`config.mk`:
```
export PLATFORM = sky130hd
export DESIGN_NAME = top_packet_to_motor_commands
export DESIGN_NICKNAME = d
export VERILOG_FILES = /design/src/design/tpmc_pkg.sv /design/src/design/tpmc_crc.sv /design/src/design/top_packet_to_motor_commands.sv
export SDC_FILE = /design/constraint.sdc
export NUM_CORES = 1
export LEC_CHECK = 0
export BUFFER_PORTS_ARGS = -buffer_cell sky130_fd_sc_hd__buf_2
export CAP_MARGIN = 20
export CORE_MARGIN = 2
export CORE_UTILIZATION = 35
export DETAILED_ROUTE_END_ITERATION = 16
export PLACE_DENSITY = 0.52
export SYNTH_ARGS = -nofsm -noshare
export SYNTH_HDL_FRONTEND = slang
export SYNTH_HIERARCHICAL = 1
export SYNTH_SLANG_ARGS = --single-unit
export TNS_END_PERCENT = 100
```
`constraint.sdc`:
```
create_clock -name i_clk -period 2.9 [get_ports i_clk]
set_input_delay 0.58 -clock i_clk [delete_from_list [all_inputs] [get_ports i_clk]]
set_output_delay 0.58 -clock i_clk [all_outputs]
set_load 0.02 [all_outputs]
```
`src/design/tpmc_pkg.sv`:
```
package tpmc_pkg;

    localparam int MOTOR_COUNT      = 8;
    localparam int TOP_PACKET_BYTES = 11;

    localparam int PAY_LEN   = TOP_PACKET_BYTES - 3;
    localparam int POS_W     = $clog2(TOP_PACKET_BYTES);
    localparam int MOTOR_W   = 4;
    localparam int STORE_DEPTH = 16;
    localparam int STORE_AW  = 4;

    localparam logic [7:0] START_BYTE = 8'h12;
    localparam logic [7:0] END_BYTE   = 8'h13;
    localparam logic [7:0] CRC_POLY   = 8'hD5;
    localparam logic [7:0] MAG_ALIAS  = 8'd18;
    localparam logic [7:0] MAG_SUBST  = 8'd17;

    localparam logic [2:0] FRAME_LAST_IDX = 3'd6;

    localparam logic [1:0] STATUS_FRAME   = 2'd0;
    localparam logic [1:0] STATUS_CRC_ERR = 2'd1;
    localparam logic [1:0] STATUS_END_ERR = 2'd2;
    localparam logic [1:0] STATUS_ABORT   = 2'd3;

endpackage

```
`src/design/tpmc_crc.sv`:
```
module tpmc_crc (
    input  logic       i_clk,
    input  logic       i_rst_n,
    input  logic       i_start,
    input  logic [7:0] i_crc,
    input  logic [7:0] i_data,
    output logic       o_done,
    output logic [7:0] o_crc
);

    logic       r_busy;
    logic       r_done;
    logic [2:0] r_cnt;
    logic [7:0] r_crc;
    logic [7:0] r_data;
    logic       w_mix;

    assign w_mix = r_crc[0] ^ r_data[0];

    // one bit of the reflected CRC per cycle
    always_ff @(posedge i_clk) begin
        if (!i_rst_n) begin
            r_busy <= 1'b0;
            r_done <= 1'b0;
            r_cnt  <= '0;
        end else if (i_start) begin
            r_busy <= 1'b1;
            r_done <= 1'b0;
            r_cnt  <= '0;
        end else if (r_busy) begin
            r_cnt <= r_cnt + 3'd1;
            if (r_cnt == 3'd7) begin
                r_busy <= 1'b0;
                r_done <= 1'b1;
            end
        end else begin
            r_done <= 1'b0;
        end
    end

    always_ff @(posedge i_clk) begin
        if (i_start) begin
            r_crc  <= i_crc;
            r_data <= i_data;
        end else if (r_busy) begin
            r_crc  <= {1'b0, r_crc[7:1]} ^ (w_mix ? tpmc_pkg::CRC_POLY : 8'h00);
            r_data <= {1'b0, r_data[7:1]};
        end
    end

    assign o_done = r_done;
    assign o_crc  = r_crc;

    a_done_after_busy: assert property (@(posedge i_clk) disable iff (!i_rst_n)
        r_done |-> $past(r_busy))
        else $error("crc done without a preceding step");

    a_busy_count: assert property (@(posedge i_clk) disable iff (!i_rst_n)
        (r_busy && r_cnt == 3'd7 && !i_start) |=> r_done)
        else $error("crc unit missed its final step");

    a_no_overlap: assert property (@(posedge i_clk) disable iff (!i_rst_n)
        r_done |-> !r_busy)
        else $error("crc done while still stepping");

endmodule

```
`src/design/top_packet_to_motor_commands.sv`:
```
// Flow: a payload byte holds the input through accept, 8 CRC bit steps and handoff;
// start and checksum bytes are handled in S_IDLE alone, a byte that ends in a status goes to S_STAT.
// A status result passes through S_STAT and the output register. A good packet emits MOTOR_COUNT*7 result
// items, each frame going through one load, 4 CRC bytes and 7 emits, plus any output stall.
// Input: o_ready is low until the last byte is through; a good end byte holds it until all frames are out.
// Reset (synchronous, active low): idle waiting for start, check enabled, output empty.
module top_packet_to_motor_commands (
    input  logic       i_clk,
    input  logic       i_rst_n,
    input  logic       i_cfg_we,
    input  logic       i_cfg_wdata,
    input  logic       i_valid,
    output logic       o_ready,
    input  logic [7:0] i_rx_byte,
    output logic       o_valid,
    input  logic       i_ready,
    output logic [7:0] o_tx_byte,
    output logic [1:0] o_status,
    output logic       o_last
);

    typedef enum logic [5:0] {
        S_IDLE  = 6'b000001,
        S_RXCRC = 6'b000010,
        S_LOAD  = 6'b000100,
        S_FCRC  = 6'b001000,
        S_EMIT  = 6'b010000,
        S_STAT  = 6'b100000
    } t_state;

    t_state r_state, n_state;
    logic [tpmc_pkg::POS_W-1:0]   r_pos, n_pos;
    logic [7:0]                   r_rcrc, n_rcrc;
    logic [7:0]                   r_recv, n_recv;
    logic                         r_check_en;
    logic [tpmc_pkg::MOTOR_W-1:0] r_m, n_m;
    logic [1:0]                   r_k, n_k;
    logic [2:0]                   r_j, n_j;
    logic                         r_dir, n_dir;
    logic [7:0]                   r_mag, n_mag;
    logic [7:0]                   r_fcrc, n_fcrc;
    logic [1:0]                   r_stat, n_stat;
    logic [7:0]                   r_store [tpmc_pkg::STORE_DEPTH];

    logic       r_ovalid;
    logic [7:0] r_obyte;
    logic [1:0] r_ostatus;
    logic       r_olast;

    logic       w_accept;
    logic       w_out_free;
    logic       w_store_we;
    logic [tpmc_pkg::STORE_AW-1:0] w_store_addr;
    logic       load_out;
    logic [7:0] out_byte;
    logic [1:0] out_status;
    logic       out_last;
    logic       crc_start;
    logic [7:0] crc_init;
    logic [7:0] crc_data;
    logic       crc_done;
    logic [7:0] crc_out;
    logic [2:0] w_sel;
    logic [7:0] w_frame_byte;
    logic [7:0] w_pay;
    logic [7:0] w_mag_raw;
    logic [tpmc_pkg::POS_W:0] w_pos_m1;

    tpmc_crc u_crc (
        .i_clk   (i_clk),
        .i_rst_n (i_rst_n),
        .i_start (crc_start),
        .i_crc   (crc_init),
        .i_data  (crc_data),
        .o_done  (crc_done),
        .o_crc   (crc_out)
    );

    assign o_ready    = (r_state == S_IDLE);
    assign w_accept   = i_valid && o_ready;
    assign w_out_free = !r_ovalid || i_ready;

    assign w_pos_m1     = {1'b0, r_pos} - 1'b1;
    assign w_store_addr = w_pos_m1[tpmc_pkg::STORE_AW-1:0];

    assign w_pay     = r_store[r_m];
    assign w_mag_raw = {w_pay[6:0], 1'b0};

    // frame byte index: CRC pass selects bytes 2..4 (byte 1 is fed in S_LOAD), emit walks 0..6
    assign w_sel = (r_state == S_FCRC) ? ({1'b0, r_k} + 3'd2) : r_j;

    always_comb begin
        unique case (w_sel)
            3'd0:    w_frame_byte = tpmc_pkg::START_BYTE;
            3'd1:    w_frame_byte = 8'(r_m) + 8'd1;
            3'd2:    w_frame_byte = 8'd1;
            3'd3:    w_frame_byte = {7'd0, r_dir};
            3'd4:    w_frame_byte = r_mag;
            3'd5:    w_frame_byte = r_fcrc;
            3'd6:    w_frame_byte = tpmc_pkg::END_BYTE;
            default: w_frame_byte = 8'd0;
        endcase
    end

    always_comb begin
        n_state    = r_state;
        n_pos      = r_pos;
        n_rcrc     = r_rcrc;
        n_recv     = r_recv;
        n_m        = r_m;
        n_k        = r_k;
        n_j        = r_j;
        n_dir      = r_dir;
        n_mag      = r_mag;
        n_fcrc     = r_fcrc;
        n_stat     = r_stat;
        w_store_we = 1'b0;
        crc_start  = 1'b0;
        crc_init   = r_rcrc;
        crc_data   = i_rx_byte;
        load_out   = 1'b0;
        out_byte   = 8'd0;
        out_status = tpmc_pkg::STATUS_FRAME;
        out_last   = 1'b0;

        unique case (r_state)
            S_IDLE: begin
                if (w_accept) begin
                    priority if (r_pos == '0) begin
                        if (i_rx_byte == tpmc_pkg::START_BYTE) begin
                            n_pos  = tpmc_pkg::POS_W'(1);
                            n_rcrc = 8'd0;
                        end
                    end else if (i_rx_byte == tpmc_pkg::START_BYTE) begin
                        n_pos   = '0;
                        n_stat  = tpmc_pkg::STATUS_ABORT;
                        n_state = S_STAT;
                    end else if (r_pos <= tpmc_pkg::POS_W'(tpmc_pkg::PAY_LEN)) begin
                        w_store_we = 1'b1;
                        crc_start  = 1'b1;
                        n_pos      = r_pos + 1'b1;
                        n_state    = S_RXCRC;
                    end else if (r_pos == tpmc_pkg::POS_W'(tpmc_pkg::PAY_LEN + 1)) begin
                        n_recv = i_rx_byte;
                        n_pos  = r_pos + 1'b1;
                    end else begin
                        n_pos = '0;
                        priority if (r_check_en && r_rcrc != r_recv) begin
                            n_stat  = tpmc_pkg::STATUS_CRC_ERR;
                            n_state = S_STAT;
                        end else if (r_check_en && i_rx_byte != tpmc_pkg::END_BYTE) begin
                            n_stat  = tpmc_pkg::STATUS_END_ERR;
                            n_state = S_STAT;
                        end else begin
                            n_m     = '0;
                            n_state = S_LOAD;
                        end
                    end
                end
            end
            S_RXCRC: begin
                if (crc_done) begin
                    n_rcrc  = crc_out;
                    n_state = S_IDLE;
                end
            end
            S_LOAD: begin
                n_dir = !w_pay[7];
                n_mag = (w_mag_raw == tpmc_pkg::MAG_ALIAS) ? tpmc_pkg::MAG_SUBST : w_mag_raw;
                // first CRC byte is the address, independent of dir and mag
                crc_start = 1'b1;
                crc_init  = 8'd0;
                crc_data  = 8'(r_m) + 8'd1;
                n_k       = 2'd0;
                n_state   = S_FCRC;
            end
            S_FCRC: begin
                if (crc_done) begin
                    if (r_k == 2'd3) begin
                        n_fcrc  = crc_out;
                        n_j     = 3'd0;
                        n_state = S_EMIT;
                    end else begin
                        crc_start = 1'b1;
                        crc_init  = crc_out;
                        crc_data  = w_frame_byte;
                        n_k       = r_k + 2'd1;
                    end
                end
            end
            S_EMIT: begin
                if (w_out_free) begin
                    load_out = 1'b1;
                    out_byte = w_frame_byte;
                    out_last = (r_m == tpmc_pkg::MOTOR_W'(tpmc_pkg::MOTOR_COUNT - 1))
                               && (r_j == tpmc_pkg::FRAME_LAST_IDX);
                    if (r_j == tpmc_pkg::FRAME_LAST_IDX) begin
                        if (r_m == tpmc_pkg::MOTOR_W'(tpmc_pkg::MOTOR_COUNT - 1)) begin
                            n_state = S_IDLE;
                        end else begin
                            n_m     = r_m + 1'b1;
                            n_state = S_LOAD;
                        end
                    end else begin
                        n_j = r_j + 3'd1;
                    end
                end
            end
            S_STAT: begin
                if (w_out_free) begin
                    load_out   = 1'b1;
                    out_status = r_stat;
                    out_last   = 1'b1;
                    n_state    = S_IDLE;
                end
            end
            default: begin
                n_state = S_IDLE;
            end
        endcase
    end

    always_ff @(posedge i_clk) begin
        if (!i_rst_n) begin
            r_state    <= S_IDLE;
            r_pos      <= '0;
            r_rcrc     <= 8'd0;
            r_recv     <= 8'd0;
            r_check_en <= 1'b1;
            r_ovalid   <= 1'b0;
            r_m        <= '0;
            r_k        <= '0;
            r_j        <= '0;
            r_stat     <= tpmc_pkg::STATUS_FRAME;
        end else begin
            r_state <= n_state;
            r_pos   <= n_pos;
            r_rcrc  <= n_rcrc;
            r_recv  <= n_recv;
            r_m     <= n_m;
            r_k     <= n_k;
            r_j     <= n_j;
            r_stat  <= n_stat;
            if (i_cfg_we) begin
                r_check_en <= i_cfg_wdata;
            end
            if (load_out) begin
                r_ovalid <= 1'b1;
            end else if (i_ready) begin
                r_ovalid <= 1'b0;
            end
        end
    end

    always_ff @(posedge i_clk) begin
        r_dir  <= n_dir;
        r_mag  <= n_mag;
        r_fcrc <= n_fcrc;
        if (load_out) begin
            r_obyte   <= out_byte;
            r_ostatus <= out_status;
            r_olast   <= out_last;
        end
        if (w_store_we) begin
            r_store[w_store_addr] <= i_rx_byte;
        end
    end

    assign o_valid   = r_ovalid;
    assign o_tx_byte = r_obyte;
    assign o_status  = r_ostatus;
    assign o_last    = r_olast;

    a_status_is_last: assert property (@(posedge i_clk) disable iff (!i_rst_n)
        (o_valid && o_status != tpmc_pkg::STATUS_FRAME) |-> (o_last && o_tx_byte == 8'd0))
        else $error("status item must be a lone zero-byte last item");

    a_last_frame_end: assert property (@(posedge i_clk) disable iff (!i_rst_n)
        (o_valid && o_last && o_status == tpmc_pkg::STATUS_FRAME)
            |-> (o_tx_byte == tpmc_pkg::END_BYTE))
        else $error("last frame item is not the end byte");

    a_pos_range: assert property (@(posedge i_clk) disable iff (!i_rst_n)
        r_pos <= tpmc_pkg::POS_W'(tpmc_pkg::TOP_PACKET_BYTES - 1))
        else $error("packet position out of range");

    a_crc_done_owner: assert property (@(posedge i_clk) disable iff (!i_rst_n)
        crc_done |-> (r_state == S_RXCRC || r_state == S_FCRC))
        else $error("crc result arrived with no consumer");

    a_no_overwrite: assert property (@(posedge i_clk) disable iff (!i_rst_n)
        (r_ovalid && !i_ready) |=> ($stable(r_obyte) && $stable(r_ostatus) && r_ovalid))
        else $error("pending result overwritten");

endmodule

```
==> out/qor_table.md, run 1 <==
| Metric | Reported | Unit |
|---|---|---|
| Outcome | completed | - |
| Net count of the mapped netlist | 710 | - |
| Post-Syn Area per Cell | 14.1 | um^2 |
| Clock latency on the worst-skew pair | 0.54 | ns |
| Hold-fix buffer count after cts | 0 | - |
| Die footprint | 0.0289 | mm^2 |
| Proportion of register bits with asynchronous set or reset after synthesis | 0 | - |
| Max clock buf depth | 3 | - |
| Critical path startpoint category | register | - |
| Final critical-path required period | 2.78 | ns |
| Core Box Area | 0.0270 | mm^2 |
| Leakage | 3.81 | nW |
| Kind of cell adding the most delay to the critical path | compound AO/OA/AOI/OAI gates | - |
| Detailed Place HPWL | 16,100 | um |
| Number of flops mapped to enable cells by yosys | 172 | - |
| Number of non-filler instances in the completed layout | 1,107 | - |
| Final ANT Viol Nets | 0 | - |
| Internal power component | 0.00536 | W |
| Worst slew margin relative to its limit | 0.362 | - |
| Synth warn | 6 | - |
| Net switching share of the total power | 0.201 | - |
| Buffers added on ports | 26 | - |
| Post-layout total power | 0.00671 | W |
| Critical-path top delay cell | sky130_fd_sc_hd__or4_1 | - |
| Routed wirelength normalized by instance count | 20.8 | um |
| Hold violation count in the final report | 0 | - |
| Residual DRC count | 0 | - |
| Critical path data arrival time | 3.06 | ns |
| Minimum setup slack in the final design | 0.123 | ns |
| Critical Path RT | 3.18 | ns |
| Number of violations of the max-capacitance limit | 0 | - |
| Antenna violations before repair | 0 | - |
| Area fraction of the dominant cell type after synthesis | 0.535 | - |
| Element type at the critical path end | register | - |
| Worst vdd ir | 581 | uV |
| Slew at the pin closest to its max-slew limit | 0.954 | ns |
| NetSw | 0.00135 | W |
| Critical path buffer and inverter count | 1 | - |
| Final Max Tran Viols | 0 | - |
| Number of buffers created by CTS | 25 | - |
| Total number of clock tree sinks | 220 | - |
| Maximum clock rate | 360 | MHz |
| Count of antenna diodes in the layout | 0 | - |
| # rows | 60 | - |
| DR pass1 iterations | 5 | - |
| Largest driver fanout on the critical path | 8 | - |
| Summed instance area of the synthesized netlist | 0.00965 | mm^2 |
| Period utilization | 0.957 | - |
| Logic pwr share | 0.016 | - |
| Commonest register cell after synthesis | sky130_fd_sc_hd__edfxtp_1 | - |
| Via-per-instance ratio | 5.33 | - |
| Overall track demand over capacity in global routing | 0.161 | - |
| Routed wire length | 23,000 | um |
| Largest net degree at the start of global routing | 30 | - |
| Clock tree from TritonCTS | yes | - |
| Worst Setup Path Type | register to register | - |
| Cell taking the most area after synthesis | sky130_fd_sc_hd__edfxtp_1 | - |
| Power per Cell Area | 598 | mW/mm^2 |
| Worst setup timing slack at the placement stage | 0.0875 | ns |
| Post_cts resized | 0 | - |
| Final RePlAce weighted congestion | 0.818 | - |
| Type of the most critical hold path | input pin to register | - |
| Proportion of layout cells with a drive suffix above 1 | 0.228 | - |
| Clock skew after layout | 0.0158 | ns |
| Horizontal die dimension | 170 | um |
| DR iter-0 viols | 528 | - |
| IO Pins | 27 | - |
| Ranking of synthesized cells by area | sky130_fd_sc_hd__edfxtp_1 54%, sky130_fd_sc_hd__dfxtp_1 10%, sky130_fd_sc_hd__mux4_2 8.4%, sky130_fd_sc_hd__nor2_1 2.7%, sky130_fd_sc_hd__nand2_1 2.1% | - |
| Overall via count from detail_route | 5,905 | - |
| Cell with the most instances after synthesis | sky130_fd_sc_hd__edfxtp_1 | - |
| Clk pin slew, worst setup/hold paths | 0.06 | ns |
| Cells after Synth | 684 | - |
| H-tree depth | 1 | - |
| Filler cell count | 2,493 | - |
| Vertical die dimension | 170 | um |
| Net total in the final layout | 774 | - |
| Area added between synthesis and finish | 16.2 | % |
| Worst hold slack across all endpoints | 0.268 | ns |
| Via count of the first global-routing pass | 6,048 | - |
| CTS root buf | sky130_fd_sc_hd__clkbuf_16 | - |
| Clk pwr share | 0.479 | - |
| Effective utilization at floorplan | 0.357 | - |
| Finish-stage setup viols | 0 | - |
| Number of register bits inferred by synthesis | 220 | - |
| Synth top cells by count | 172 x sky130_fd_sc_hd__edfxtp_1, 70 x sky130_fd_sc_hd__nor2_1, 55 x sky130_fd_sc_hd__nand2_1 | - |
| Cell Count Post-Placement | 1,061 | - |
| Number of different library cells in the post-synthesis netlist | 72 | - |
| Total gr overflow | 0 | - |
| Sequential-to-total area share from yosys stat | 0.635 | - |
| Cells traversed along the worst timing path | buf_4 -> or4_1 -> o21ai_0 -> o21ai_1 -> a222oi_1 -> o221ai_1 -> mux2_2 | - |
| Delay contributed by the slowest stage of the critical path | 0.58 | ns |
| Fraction of power consumed by sequential logic | 0.505 | - |
| Wire length of the first global-routing pass | 35,700 | um |
[cell type report]
| class | count | area [um^2] | share of cell area |
|---|---|---|---|
| Clock inverter | 15 | 189 | 0.0168 |
| Sequential cell | 220 | 6130 | 0.546 |
| Clock buffer | 30 | 644 | 0.0575 |
| Multi-Input combinational cell | 421 | 3310 | 0.295 |
| Timing Repair Buffer | 68 | 470 | 0.0419 |
| Tap cell | 341 | 427 | 0.0380 |
| Inverter | 12 | 45.0 | 0.00402 |
[sequential cells by signal, summed over array words and instances, names as in the netlist, 2 cells and up, named ones only]
signal / flops
o_status: 2
o_tx_byte: 8
r_fcrc: 8
r_j: 3
r_k: 2
r_m: 4
r_mag: 8
r_pos: 4
r_rcrc: 8
r_recv: 8
r_stat: 2
r_state: 6
r_store: 128
u_crc/o_crc: 8
u_crc/r_cnt: 3
u_crc/r_data: 8
[power by group through the flow]
stage	combinational [W]	sequential, W	clock [W]
floorplan	0.0000288	0.00346	0
CTS	0.000108	0.00339	0.00329
global placement	0.000107	0.00345	0
global route	0.000116	0.00339	0.00342
detailed placement	0.000107	0.00345	0
finish	0.000106	0.00339	0.00322
[routing by layer]
layer	part of all wire	track usage
met5	0	0
met1	0.44	0.216
met4	0.021	0.0394
met2	0.49	0.276
met3	0.044	0.0256
[final timing paths]
| path | depth (start not counted) | startpoint | slack, ns | endpoint |
|---|---|---|---|---|
| worst max register to register | 7 | r_state[5] | 0.12 | u_crc/r_data[4] |
| worst min-delay path | 2 | i_cfg_we | 0.27 | r_check_en |
| worst max-delay path | 7 | r_state[5] | 0.12 | u_crc/r_data[4] |
| worst min register to register | 2 | r_rcrc[3] | 0.48 | r_rcrc[3] |
[kinds of logic (layout without fill, tap and decap cells)]
kind of cell | after synthesis | after routing | share of synthesized area
xor+xnor | 21 | 21 | 0.0255
buf+inv | 43 | 125 | 0.0228
flops | 220 | 220 | 0.635
compound gates | 97 | 97 | 0.0662
simple gates | 229 | 229 | 0.123
fa+ha+maj | 12 | 12 | 0.0156
mux | 62 | 62 | 0.113
[worst register-to-register path: cells and delay by family (launching register included)]
family	cells	cell delay, ns
AOI/OAI and AO/OA	4	1.15
DFF	1	0.33
muxes	1	0.31
and+or+nand+nor	1	0.58
buffers and inverters	1	0.17
[timing repair]
item / 4_1_cts / 5_1_grt
setup endpoints to repair: 0 / 1
buffers inserted: 0 / 1
hold endpoints to repair: 0 / 0
[placed cells by master, fill, tap and decap left out, types with 16 or more instances in the layout]
cell	n
sky130_fd_sc_hd__buf_4	40
sky130_fd_sc_hd__a21oi_1	30
sky130_fd_sc_hd__o21ai_0	16
sky130_fd_sc_hd__nand3_1	28
sky130_fd_sc_hd__buf_2	26
sky130_fd_sc_hd__edfxtp_1	172
sky130_fd_sc_hd__dfxtp_1	47
sky130_fd_sc_hd__nor2_1	70
sky130_fd_sc_hd__clkbuf_16	25
sky130_fd_sc_hd__nand2_1	55
sky130_fd_sc_hd__mux4_2	36
[metrics by stage]
step / utilization / area [um^2] / TNS [ns]
2_1_floorplan: - / 9650 / 0
3_3_place_gp: 0.384 / 10400 / 0
3_5_place_dp: 0.384 / 10400 / 0
4_1_cts: 0.415 / 11200 / 0
5_1_grt: 0.415 / 11200 / -0.0535
6_report: 0.415 / 11200 / 0
Note: power is estimated with default switching activity, not from simulation.
==> inputs of run 2 (changes only) <==
CORE_ASPECT_RATIO = 0.75   (was not set)
REMOVE_ABC_BUFFERS = 1   (was not set)
==> run 2 against run 1 <==
Die area is essentially flat; first-iteration DRC count shrank 7.6%; largest power group unchanged; register-to-register slack gained 0.05 ns; sequential power is essentially flat; fmax grew 1.9%; clock power shrank 9.9%; setup slack gained 0.052 ns.
==> out/qor_table.md, run 2 (synthesized netlist as in run 1, its figures left out) <==
| Metric | Reported | Unit |
|---|---|---|
| Clock latency on the worst-skew pair | 0.51 | ns |
| Final Max Tran Viols | 0 | - |
| Period utilization | 0.939 | - |
| Setup repair after global routing missed its margin | no | - |
| Commonest cells after routing, fill and taps aside | 172 x sky130_fd_sc_hd__edfxtp_1, 69 x sky130_fd_sc_hd__nor2_1, 55 x sky130_fd_sc_hd__nand2_1 | - |
| Leakage | 3.80 | nW |
| Critical path data arrival time | 2.99 | ns |
| Most common cell after layout, fill and taps aside | sky130_fd_sc_hd__edfxtp_1 | - |
| Slew at the pin closest to its max-slew limit | 1.03 | ns |
| CTS root buf | sky130_fd_sc_hd__clkbuf_16 | - |
| Clk pin slew, worst setup/hold paths | 0.07 | ns |
| Final RePlAce weighted congestion | 0.848 | - |
| Finish-stage setup viols | 0 | - |
| Core Box Area | 0.0271 | mm^2 |
| Worst Reg-to-Reg Cells | 7 | - |
| Routed wire length | 23,700 | um |
| Proportion of layout cells with a drive suffix above 1 | 0.232 | - |
| Clock skew after layout | 0.0160 | ns |
| Post-placement cell area | 0.0104 | mm^2 |
| Power per Cell Area | 572 | mW/mm^2 |
| Wire length of the first global-routing pass | 36,100 | um |
| Critical-path top delay cell | sky130_fd_sc_hd__or4_1 | - |
| Worst slew margin relative to its limit | 0.313 | - |
| Critical path startpoint category | register | - |
| Met2 Routed Length | 10,500 | um |
| Overall via count from detail_route | 5,942 | - |
| Routed wirelength normalized by instance count | 21.2 | um |
| Hold violation count in the final report | 0 | - |
| Largest driver fanout on the critical path | 8 | - |
| Die footprint | 0.0289 | mm^2 |
| Final critical-path required period | 2.72 | ns |
| Area added between synthesis and finish | 15.6 | % |
| Via count of the first global-routing pass | 5,872 | - |
| Via-per-instance ratio | 5.31 | - |
| Clock tree from TritonCTS | yes | - |
| DR pass1 iterations | 5 | - |
| Outcome | completed | - |
| Maximum clock rate | 367 | MHz |
| Worst Setup Path Type | register to register | - |
| Number of violations of the max-capacitance limit | 0 | - |
| Largest register FFs | 128 | - |
| # rows | 52 | - |
| Element type at the critical path end | register | - |
| Met1 wire length | 11,300 | um |
| Effective utilization at floorplan | 0.357 | - |
| Met3 wire length | 1480 | um |
| Total gr overflow | 0 | - |
| Cells traversed along the worst timing path | buf_4 -> or4_1 -> o21ai_0 -> o21ai_1 -> a222oi_1 -> o221ai_1 -> mux2_2 | - |
| Count of antenna diodes in the layout | 0 | - |
| Worst-case register-to-register setup slack | 0.18 | ns |
| Worst hold slack across all endpoints | 0.283 | ns |
| DR iter-0 viols | 488 | - |
| Net total in the final layout | 776 | - |
| Register bank with the most flops | r_store | - |
| Start point of the critical path | r_state[5] | - |
| Largest net degree at the start of global routing | 23 | - |
| Number of buffers created by CTS | 23 | - |
| Final std cell area, no fill | 0.0112 | mm^2 |
| Top sig layer | met4 | - |
| Worst vdd ir | 310 | uV |
| Critical R2R Launch | r_state[5] | - |
| Hold-fix buffer count after cts | 0 | - |
| Total number of clock tree sinks | 220 | - |
| Horizontal die dimension | 196 | um |
| H-tree depth | 1 | - |
| Detailed Place HPWL | 16,700 | um |
| Residual DRC count | 0 | - |
| Capture instance of the worst register-to-register path | u_crc/r_data[4] | - |
| Antenna violations before repair | 0 | - |
| TNS Setup | 0 | ns |
| CP Capture Point | u_crc/r_data[4] | - |
| Buffers added on ports | 26 | - |
| Final ANT Viol Nets | 0 | - |
| IO Pins | 27 | - |
| Overall track demand over capacity in global routing | 0.167 | - |
| Type of the most critical hold path | input pin to register | - |
| Vertical die dimension | 148 | um |
| Critical Path RT | 3.16 | ns |
| Max clock buf depth | 3 | - |
| Delay contributed by the slowest stage of the critical path | 0.56 | ns |
-- run 2: changes by cell type in the layout (fill, tap and decap cells not counted), sizes merged --
cell	change
clkbuf	-5
bufinv	-1
clkinv	+5
buf	+4
clkinvlp	-2
-- run 2: metal layers --
layer  vias up  track usage
met3        30       0.0272
met2       206        0.253
met5         -            0
met4         0       0.0375
li1       2743            -
met1      2963        0.251
-- run 2: worst min-delay path by stage --
stage / from / to / slack, ns / depth (start not counted)
2_1_floorplan: r_stat[1] / r_stat[1] / 0.43 / 1
3_3_place_gp: r_rcrc[5] / r_rcrc[5] / 0.48 / 2
3_5_place_dp: r_rcrc[7] / r_rcrc[7] / 0.48 / 2
4_1_cts: i_cfg_we / r_check_en / 0.27 / 2
5_1_grt: i_cfg_we / r_check_en / 0.27 / 2
6_report: i_cfg_we / r_check_en / 0.28 / 2
-- run 2: area by class of cell --
type | count | area [um^2]
Clock buffer | 25 | 583
Inverter | 12 | 45.0
Timing Repair Buffer | 72 | 488
Sequential cell | 220 | 6130
Multi-Input combinational cell | 421 | 3320
Fill cell | 2466 | 15900
Clock inverter | 17 | 159
Tap cell | 351 | 439
-- run 2: stage by stage --
stage	power, W	util	setup slack (ns)	std cells
global route	0.00659	0.412	0.00847	1118
CTS	0.00645	0.412	0.131	1116
global placement	0.00355	0.384	0.157	1074
detailed placement	0.00356	0.384	0.134	1074
floorplan	0.00348	-	-0.0808	653
finish	0.00639	0.412	0.176	1118
-- run 2: critical path, delay by kind of cell, from the launching register on --
| kind | cells | cell delay [ns] |
|---|---|---|
| compound gates | 4 | 1.12 |
| buf+inv | 1 | 0.17 |
| flops | 1 | 0.33 |
| mux | 1 | 0.29 |
| simple gates | 1 | 0.56 |
-- run 2: report_power, final --
part	leakage, nW	switching [W]	internal [W]	total (W)
logic	1.51	0.0000726	0.0000280	0.000101
registers	1.92	0.00000246	0.00339	0.00339
clock network	0.367	0.00118	0.00172	0.00290
-- run 2: timing repair --
action | 4_1_cts | 5_1_grt
resized for setup | 0 | 1
buffers inserted | 0 | 1
hold endpoints to repair | 0 | 0
endpoints found under the setup margin | 0 | 9
